--- config.mk ---
export PLATFORM = sky130hd
export DESIGN_NAME = rioru_ctrl
export DESIGN_NICKNAME = d
export VERILOG_FILES = /design/src/rtl/rioru_pkg.sv /design/src/rtl/rioru_ctrl.sv
export SDC_FILE = /design/constraint.sdc
export NUM_CORES = 1
export LEC_CHECK = 0
export BUFFER_PORTS_ARGS = -buffer_cell sky130_fd_sc_hd__buf_2
export CAP_MARGIN = 15
export CORE_UTILIZATION = 50
export CTS_BUF_LIST = sky130_fd_sc_hd__clkbuf_4
export DETAILED_ROUTE_END_ITERATION = 8
export HOLD_SLACK_MARGIN = 0.1
export PLACE_DENSITY = 0.8
export SLEW_MARGIN = 20
export SYNTH_ARGS = -nofsm -noshare
export SYNTH_HDL_FRONTEND = slang
export SYNTH_SLANG_ARGS = --single-unit
--- constraint.sdc ---
create_clock -name clk_i -period 2.61 [get_ports clk_i]
set_input_delay 0.1305 -clock clk_i [delete_from_list [all_inputs] [get_ports clk_i]]
set_output_delay 0.1305 -clock clk_i [all_outputs]
set_load 0.03 [all_outputs]
--- src/rtl/rioru_pkg.sv ---
// Package for the rank-one inverse update block: word types, codes, command structs.
// Used by every module of the block; depends on nothing.
`timescale 1ns / 1ps
`default_nettype none

package rioru_pkg;

  localparam int unsigned MAX_SIZE_DEF  = 4;
  localparam int unsigned FRAC_BITS_DEF = 24;
  localparam int unsigned DATA_W        = 32;
  localparam int unsigned CFG_W         = 3;
  localparam logic [CFG_W-1:0] CFG_RESET = 3'd3;

  typedef enum logic [1:0] {
    OP_WRITE  = 2'd0,
    OP_READ   = 2'd1,
    OP_QUERY  = 2'd2,
    OP_ACCEPT = 2'd3
  } op_e;

  typedef enum logic [1:0] {
    ST_OK   = 2'd0,
    ST_NONE = 2'd1,
    ST_ZERO = 2'd2,
    ST_SAT  = 2'd3
  } status_e;

  typedef enum logic [1:0] {
    WR_ELEM = 2'd0,
    WR_SUB  = 2'd1,
    WR_DIV  = 2'd2
  } wr_sel_e;

  typedef enum logic [1:0] {
    MUL_DOT   = 2'd0,
    MUL_SCALE = 2'd1,
    MUL_SHIFT = 2'd2
  } mul_sel_e;

  // Input word
  typedef struct packed {
    logic [1:0]               opcode;
    logic [1:0]               row_index;
    logic [1:0]               col_index;
    logic signed [DATA_W-1:0] element_value;
    logic signed [DATA_W-1:0] new_row_0;
    logic signed [DATA_W-1:0] new_row_1;
    logic signed [DATA_W-1:0] new_row_2;
    logic signed [DATA_W-1:0] new_row_3;
  } rioru_in_t;

  // Result word
  typedef struct packed {
    logic signed [DATA_W-1:0] result_value;
    logic [1:0]               status;
  } rioru_out_t;

  // Controller to datapath
  typedef struct packed {
    logic     take;
    logic     addr_in;
    logic     mem_wr;
    wr_sel_e  wr_sel;
    logic     mul_en;
    mul_sel_e mul_sel;
    logic     acc_clr;
    logic     acc_add;
    logic     dot_end;
    logic     dot_query;
    logic     div_start;
    logic     res_elem;
    logic     commit;
  } rioru_cmd_t;

  // Datapath to controller
  typedef struct packed {
    op_e  op;
    logic row_oob;
    logic pend_bad;
    logic ratio_zero;
    logic div_done;
  } rioru_sts_t;

endpackage

`default_nettype wire

--- src/rtl/rioru_ctrl.sv ---
// Sequencer of the rank-one inverse update block: steps element writes and reads, dot products
// and column updates through the datapath. Uses rioru_pkg.
`timescale 1ns / 1ps
`default_nettype none

module rioru_ctrl #(
  parameter int unsigned MAX_SIZE = rioru_pkg::MAX_SIZE_DEF,
  localparam int unsigned IDX_W = (MAX_SIZE > 1) ? $clog2(MAX_SIZE) : 1,
  localparam int unsigned CNT_W = $clog2(MAX_SIZE + 1)
) (
  input  wire logic                  clk_i,
  input  wire logic                  rst_ni,
  input  wire logic                  start_i,
  output logic                       busy_o,
  output logic                       result_valid_o,
  input  wire rioru_pkg::rioru_sts_t sts_i,
  input  wire logic [CNT_W-1:0]      n_i,
  input  wire logic [1:0]            pidx_i,
  output rioru_pkg::rioru_cmd_t      cmd_o,
  output logic [IDX_W-1:0]           row_o,
  output logic [IDX_W-1:0]           col_o
);
  import rioru_pkg::*;

  typedef enum logic [12:0] {
    S_IDLE = 13'b0_0000_0000_0001,
    S_ERD  = 13'b0_0000_0000_0010,
    S_DRD  = 13'b0_0000_0000_0100,
    S_DMUL = 13'b0_0000_0000_1000,
    S_DACC = 13'b0_0000_0001_0000,
    S_DEND = 13'b0_0000_0010_0000,
    S_CSEL = 13'b0_0000_0100_0000,
    S_URD  = 13'b0_0000_1000_0000,
    S_UMUL = 13'b0_0001_0000_0000,
    S_UDST = 13'b0_0010_0000_0000,
    S_UDIV = 13'b0_0100_0000_0000,
    S_UWR  = 13'b0_1000_0000_0000,
    S_FIN  = 13'b1_0000_0000_0000
  } state_e;

  state_e            state_q, state_d;
  logic [IDX_W-1:0]  j_q, j_d;
  logic [CNT_W-1:0]  i_q, i_d;
  logic              last_q, last_d;
  logic              query_q, query_d;
  logic [IDX_W-1:0]  r_idx;
  logic [IDX_W-1:0]  n_last;
  logic              j_end;

  assign r_idx  = IDX_W'(pidx_i);
  assign n_last = IDX_W'(n_i - 1'b1);
  assign j_end  = (j_q == n_last);

  assign busy_o         = (state_q != S_IDLE);
  assign result_valid_o = (state_q == S_FIN);
  assign row_o          = j_q;

  // Column of the element being read
  always_comb begin
    case (state_q)
      S_DRD:   col_o = query_q ? r_idx : IDX_W'(i_q);
      S_URD:   col_o = r_idx;
      default: col_o = last_q ? r_idx : IDX_W'(i_q);
    endcase
  end

  // Next state and commands
  always_comb begin
    state_d = state_q;
    j_d     = j_q;
    i_d     = i_q;
    last_d  = last_q;
    query_d = query_q;
    cmd_o   = '0;
    case (state_q)
      S_IDLE: begin
        if (start_i) begin
          cmd_o.take = 1'b1;
          case (sts_i.op)
            OP_WRITE: begin
              cmd_o.mem_wr  = 1'b1;
              cmd_o.addr_in = 1'b1;
              cmd_o.wr_sel  = WR_ELEM;
              state_d       = S_FIN;
            end
            OP_READ: begin
              cmd_o.addr_in = 1'b1;
              state_d       = S_ERD;
            end
            OP_QUERY: begin
              if (sts_i.row_oob) begin
                state_d = S_FIN;
              end else begin
                j_d           = '0;
                cmd_o.acc_clr = 1'b1;
                query_d       = 1'b1;
                state_d       = S_DRD;
              end
            end
            OP_ACCEPT: begin
              if (sts_i.pend_bad || sts_i.ratio_zero) begin
                state_d = S_FIN;
              end else begin
                i_d     = '0;
                last_d  = 1'b0;
                query_d = 1'b0;
                state_d = S_CSEL;
              end
            end
            default: state_d = S_FIN;
          endcase
        end
      end
      S_ERD: begin
        cmd_o.res_elem = 1'b1;
        state_d        = S_FIN;
      end
      S_DRD: state_d = S_DMUL;
      S_DMUL: begin
        cmd_o.mul_en  = 1'b1;
        cmd_o.mul_sel = MUL_DOT;
        state_d       = S_DACC;
      end
      S_DACC: begin
        cmd_o.acc_add = 1'b1;
        if (j_end) begin
          state_d = S_DEND;
        end else begin
          j_d     = IDX_W'(j_q + 1'b1);
          state_d = S_DRD;
        end
      end
      S_DEND: begin
        cmd_o.dot_end   = 1'b1;
        cmd_o.dot_query = query_q;
        if (query_q) begin
          state_d = S_FIN;
        end else begin
          j_d     = '0;
          state_d = S_URD;
        end
      end
      S_CSEL: begin
        // pick the next column, skip the moved one, then scale the moved one
        if (i_q == n_i) begin
          last_d  = 1'b1;
          j_d     = '0;
          state_d = S_URD;
        end else if (i_q == CNT_W'(pidx_i)) begin
          i_d = CNT_W'(i_q + 1'b1);
        end else begin
          j_d           = '0;
          cmd_o.acc_clr = 1'b1;
          state_d       = S_DRD;
        end
      end
      S_URD: state_d = S_UMUL;
      S_UMUL: begin
        cmd_o.mul_en  = 1'b1;
        cmd_o.mul_sel = last_q ? MUL_SHIFT : MUL_SCALE;
        state_d       = S_UDST;
      end
      S_UDST: begin
        cmd_o.div_start = 1'b1;
        state_d         = S_UDIV;
      end
      S_UDIV: begin
        if (sts_i.div_done) begin
          state_d = S_UWR;
        end
      end
      S_UWR: begin
        cmd_o.mem_wr = 1'b1;
        cmd_o.wr_sel = last_q ? WR_DIV : WR_SUB;
        if (j_end) begin
          if (last_q) begin
            cmd_o.commit = 1'b1;
            state_d      = S_FIN;
          end else begin
            i_d     = CNT_W'(i_q + 1'b1);
            state_d = S_CSEL;
          end
        end else begin
          j_d     = IDX_W'(j_q + 1'b1);
          state_d = S_URD;
        end
      end
      S_FIN:   state_d = S_IDLE;
      default: state_d = S_IDLE;
    endcase
  end

  // Hold state and loop counters
  always_ff @(posedge clk_i or negedge rst_ni) begin
    if (!rst_ni) begin
      state_q <= S_IDLE;
      j_q     <= '0;
      i_q     <= '0;
      last_q  <= 1'b0;
      query_q <= 1'b0;
    end else begin
      state_q <= state_d;
      j_q     <= j_d;
      i_q     <= i_d;
      last_q  <= last_d;
      query_q <= query_d;
    end
  end

endmodule

`default_nettype wire

[Word level (Yosys, flattened, before mapping)]
Cells that the tools add are included.
Operators by class
  add/sub/neg operators: 3
  $mul: 0
  divide/modulo/power cells: 0
  $lt $le $gt $ge: 0
  equality and inequality tests: 36
  shifts and indexed selects: 0
  mux-type cells: 58
  bitwise operators: 0
  reductions and logical operators: 13
Operators with widths (number)
  case mux 13 bit (12 select lines): 1
  two-way mux 13 bit: 9
  case mux 13 bit (4 select lines): 1
  inequality test 2 bit (second input constant): 13
  two-way mux 2 bit: 12
  two-way mux 3 bit: 8
  two-way mux 1 bit: 17
  == test 13 x 1 -> 1 bit (second input constant): 1
  == test 13 x 10 -> 1 bit (second input constant): 1
  == test 13 x 11 -> 1 bit (second input constant): 1
  == test 13 x 12 -> 1 bit (second input constant): 1
  == test 13 bit (second input constant): 1
  == test 13 x 2 -> 1 bit (second input constant): 1
  == test 13 x 3 -> 1 bit (second input constant): 1
  == test 13 x 4 -> 1 bit (second input constant): 1
  == test 13 x 5 -> 1 bit (second input constant): 1
  == test 13 x 6 -> 1 bit (second input constant): 1
  == test 13 x 7 -> 1 bit (second input constant): 1
  == test 13 x 8 -> 1 bit (second input constant): 1
  == test 13 x 9 -> 1 bit (second input constant): 1
  inequality test 13 x 1 -> 1 bit (second input constant): 1
  case mux 3 bit (2 select lines): 2
  AND reduction 5 bit: 2
  case mux 3 bit (3 select lines): 1
  other kinds (24): 30
Storage, ports and cells
  register bits: 20
  latch bits: 0
  bits in writable memories: 0
  memory bits (read-only): 0
  input port bits: 14
  output and inout port bits: 21
  memories kept: 0

[Logic depth before layout (Yosys ltp)]
  depth in word-level cells: 5
  depth in mapped cells: 8
  depth with buffers taken out: 6

[Worst setup path after synthesis]
No wires, ideal clock.
  path kind: reg2reg
  start: register state_q[0]
  end: register i_q[2]
  library setup time: 124 ps
  data arrival time: 2683 ps
  required time: 2486 ps
  path slack: -197 ps
  cell stages (with the launch flop): 8
  buffers on the path: 1
  path through: dfstp_2 -> clkbuf_1 -> or4b_2 -> nor4_2 -> inv_1 -> o32a_1 -> o21a_1 -> a211o_1
On the way
  longest elaborated chain between the ends: 3
  elaborated cells on any way between the ends: 13
  those cells by class: eq/ne (10); mux (1); reduce/logical (2)
Ends and longest elaborated chain
  start: declaration: RTL line rioru_ctrl.sv:41  | state_e state_q, state_d;
  start signal: assignment: RTL line rioru_ctrl.sv:202  | state_q <= state_d;
  == test 13 x 1 -> 1 bit (tied with other cells): RTL line rioru_ctrl.sv:75  | case (state_q)
  inequality test 2 x 1 -> 1 bit (no source line) (tied with other cells)
  AND reduction 8 bit (no source line)
  end signal: assignment: RTL line rioru_ctrl.sv:204  | i_q <= i_d;
  end: declaration: RTL line rioru_ctrl.sv:43  | logic [CNT_W-1:0] i_q, i_d;
Parallel ways exist; a longest one is shown, timed or not.
A chain may end at the register's enable or synchronous reset.

[Worst setup path in the final report]
  start: register state_q[2]
  end: register state_q[2]
On the way
  longest elaborated chain between the ends: 3
  elaborated cells on any way between the ends: 17
  those cells by class: eq/ne (15); mux (1); reduce/logical (1)
Ends and longest elaborated chain (RTL line)
  == test 13 x 7 -> 1 bit (tied with other cells): rioru_ctrl.sv:75
  inequality test 3 bit (no source line) or inequality test 2 bit (tied branches)
  AND reduction 3 bit (no source line)
Parallel ways exist; a longest one is shown, timed or not.

==> impl_results.md <==
* Register-to-Register Path Depth at 6
* Post-route ant nets at 0
* Slew HR at 0.568
* Max-Cap Viols at 0
* Num rows at 19
* Ys Warns at 0
* EDFF count, synth at 0
* Multi-input combinational cell area at 1020 sq um
* Sequential element share of the synthesized area at 0.326
* DR pass1 iterations at 7
* # diodes at 0
* Setup crit end kind: register
* Total CTS buffers at 3
* Final cell count without fillers at 269
* 1st-iter DRT viols at 153
* Status: finished with violations
* Pwr Density at 906 nW/um^2
* Failing checks: design-rule violations, negative setup slack
* FF-to-FF Start: state_q[2]
* Synth cell types at 52
* GRT overflow at 0
* First-pass GRT wire length at 8.05 mm
* Die X at 57.5 um
* Crit path max fanout at 4
* Synth area leader: dfrtp_1
* Register bit total from synthesis at 20
* Hold path startpoint: sts_i[4]
* Ranking of synthesized cells by area: dfrtp_1 (31%), xnor2_1 (4.5%), nand2_1 (3.7%), nor2_1 (3.7%), nor3_1 (3.6%)
* Crit path max-delay family: simple AND/OR/NAND/NOR gates
* Clock-pin slew on the worst setup and hold paths at 0.13 ns
* Pre-CTS WS at 0.0290 ns
* Reg-to-reg endpoint: state_q[2]
* Core region area at 2830 sq um
* Port Buffers at 34
* WS Path Type: reg -> reg
* Clock root cell: clkbuf_4
* Largest net degree at the start of global routing at 21
* Pins Over Slew Limit at 0
* CP arrival at 2.91 ns
* CP max-delay cell: or4_1
* Starting density of the core at 0.544
* Synth cell count leaders: dfrtp_1 (19), nand2_1 (15), nor2_1 (15)
* Fillers at 186
* Hold Crit Class: in -> reg
* DR WL/cell at 18.9 um
* # nets final at 254
* HPWL Detailed at 3.37 mm
* Mapped Cells at 183
* Setup violators final at 4
* Mean Syn Cell Area at 8.42 sq um
* DRC errors left at 1
* IO Count at 35
* Synthesized Nets at 198
* Cell with the most instances after synthesis: dfrtp_1
* Mapped Area at 1540 sq um
* Vias in the first global route at 1762
* Fmax at 371 MHz
* Skew final at 0.00703 ns
* Crit path cell chain: or4_1 > buf_4 > or4_1 > a21oi_1 > o311ai_1 > a31oi_1
* Buf/Inv on CP at 1
* Area Growth Syn to Fin at 34.6%
* Worst Slack Setup Final at -0.0865 ns
* Worst path max stage delay at 0.60 ns
* Crit-path most repeated cell: or4_1
* Hold Violations, Final at 0
* CP Launch Type: register
* Gr usage total at 0.313
* Crit path depth at 6
* Initial antenna violation count at 0
* Unrepaired setup endpoints after global routing: true
* Max H-tree Level at 1
* Clk buf depth at 2
* Clock Sinks at 20
* Routed WL at 5.09 mm
* Worst slew pin tran at 0.638 ns
* Register Area at 505 sq um
* Period utilisation layout at 1.03
* WHS Endpoint: state_q[1]
* Peak VDD IR at 0.000605 V
* Prevailing post-synth register cell: dfrtp_1
* Skew-Pair Late Insertion Delay at 0.31 ns
* Placed cells at 250
* Layout cells sized above 1 at 0.387
* Die footprint at 3310 sq um
* Via count at 1798
* RD Place Congestion at 0.912
* Req. time, crit path at 2.82 ns
* Register-to-register setup slack at -0.09 ns
* Async SR Flop Fraction at 1.00
* Tmin final at 2.70 ns
* Die height at 57.5 um
* Hold Path Stages at 2
* DR vias/cell at 6.68
* Setup TNS at -0.153 ns
* Lkg Pwr at 1.03 nW
* TritonCTS clock tree: yes
* Post-synth top area share at 0.309
## report_power, final
part	internal, W	total, W	switching (W)
registers	0.000372	0.000442	0.0000698
logic	0.000517	0.00117	0.000656
clock network	0.000155	0.000264	0.000108
total	0.00104	0.00188	0.000834
## how the worst max path moves through the flow
stage / endpoint / slack, ns / from
3_5_place_dp: col_o[1] / 0.03 / state_q[12]
2_1_floorplan: i_q[2] / 0.009 / state_q[0]
3_3_place_gp: i_q[2] / 0.15 / state_q[12]
6_report: state_q[2] / -0.09 / state_q[2]
4_1_cts: col_o[1] / 0.004 / state_q[12]
5_1_grt: state_q[1] / -0.12 / state_q[2]
## flip-flops by register name (all words and copies together) (netlist names)
name and cells:
last_q 1, row_o 2, query_q 1, i_q 3, state_q 13
## through the flow
stage | total power [W] | util | area [sq um] | hold WS, ns
6_report | 0.00188 | 0.733 | 2070 | 0.131
2_1_floorplan | 0.00108 | - | 1550 | -0.165
5_1_grt | 0.00198 | 0.733 | 2070 | 0.144
3_3_place_gp | 0.00130 | 0.635 | 1800 | 0.0946
3_5_place_dp | 0.00134 | 0.635 | 1800 | 0.104
4_1_cts | 0.00170 | 0.692 | 1960 | 0.122
## area by class of cell
| cell class | instances | share of cell area |
|---|---|---|
| Inverter | 7 | 0.0127 |
| Clock buffer | 3 | 0.0109 |
| Clock inverter | 1 | 0.0145 |
| Multi-Input combinational cell | 144 | 0.494 |
| Timing Repair Buffer | 63 | 0.205 |
| Tap cell | 31 | 0.0187 |
| Sequential cell | 20 | 0.244 |
## cell families after synthesis
logic type,count (synthesis),synth area share
and+or+nand+nor,97,0.364
AOI/OAI and AO/OA,29,0.135
DFF,20,0.326
buffers and inverters,19,0.0642
xor gates and xnor gates,12,0.0682
muxes,4,0.0284
adders and majority gates,2,0.0146
## per-layer routing
layer,vias to the layer above,share of wire,global-route usage
li1,775,-,-
met1,854,0.37,0.379
met2,124,0.50,0.523
met3,45,0.083,0.0590
met4,0,0.053,0.167
met5,-,0,0
## layout by cell type, fill, tap and decap left out, types with 5 or more instances in the layout
| master | count |
|---|---|
| buf_2 | 29 |
| buf_4 | 25 |
| dfrtp_1 | 16 |
| inv_1 | 6 |
| nand2_1 | 14 |
| nand3_1 | 7 |
| nor2_1 | 15 |
| nor2b_1 | 7 |
| nor3_1 | 8 |
| nor4_1 | 5 |
| xnor2_1 | 8 |
## repair_timing
item,CTS,global route
endpoints found under the setup margin,5,13
pin swaps,1,3
gates resized for setup,9,21
buffers inserted,4,7
hold endpoints to repair,23,0
hold buffers,4,0
Power figures use the tool's default switching activity.
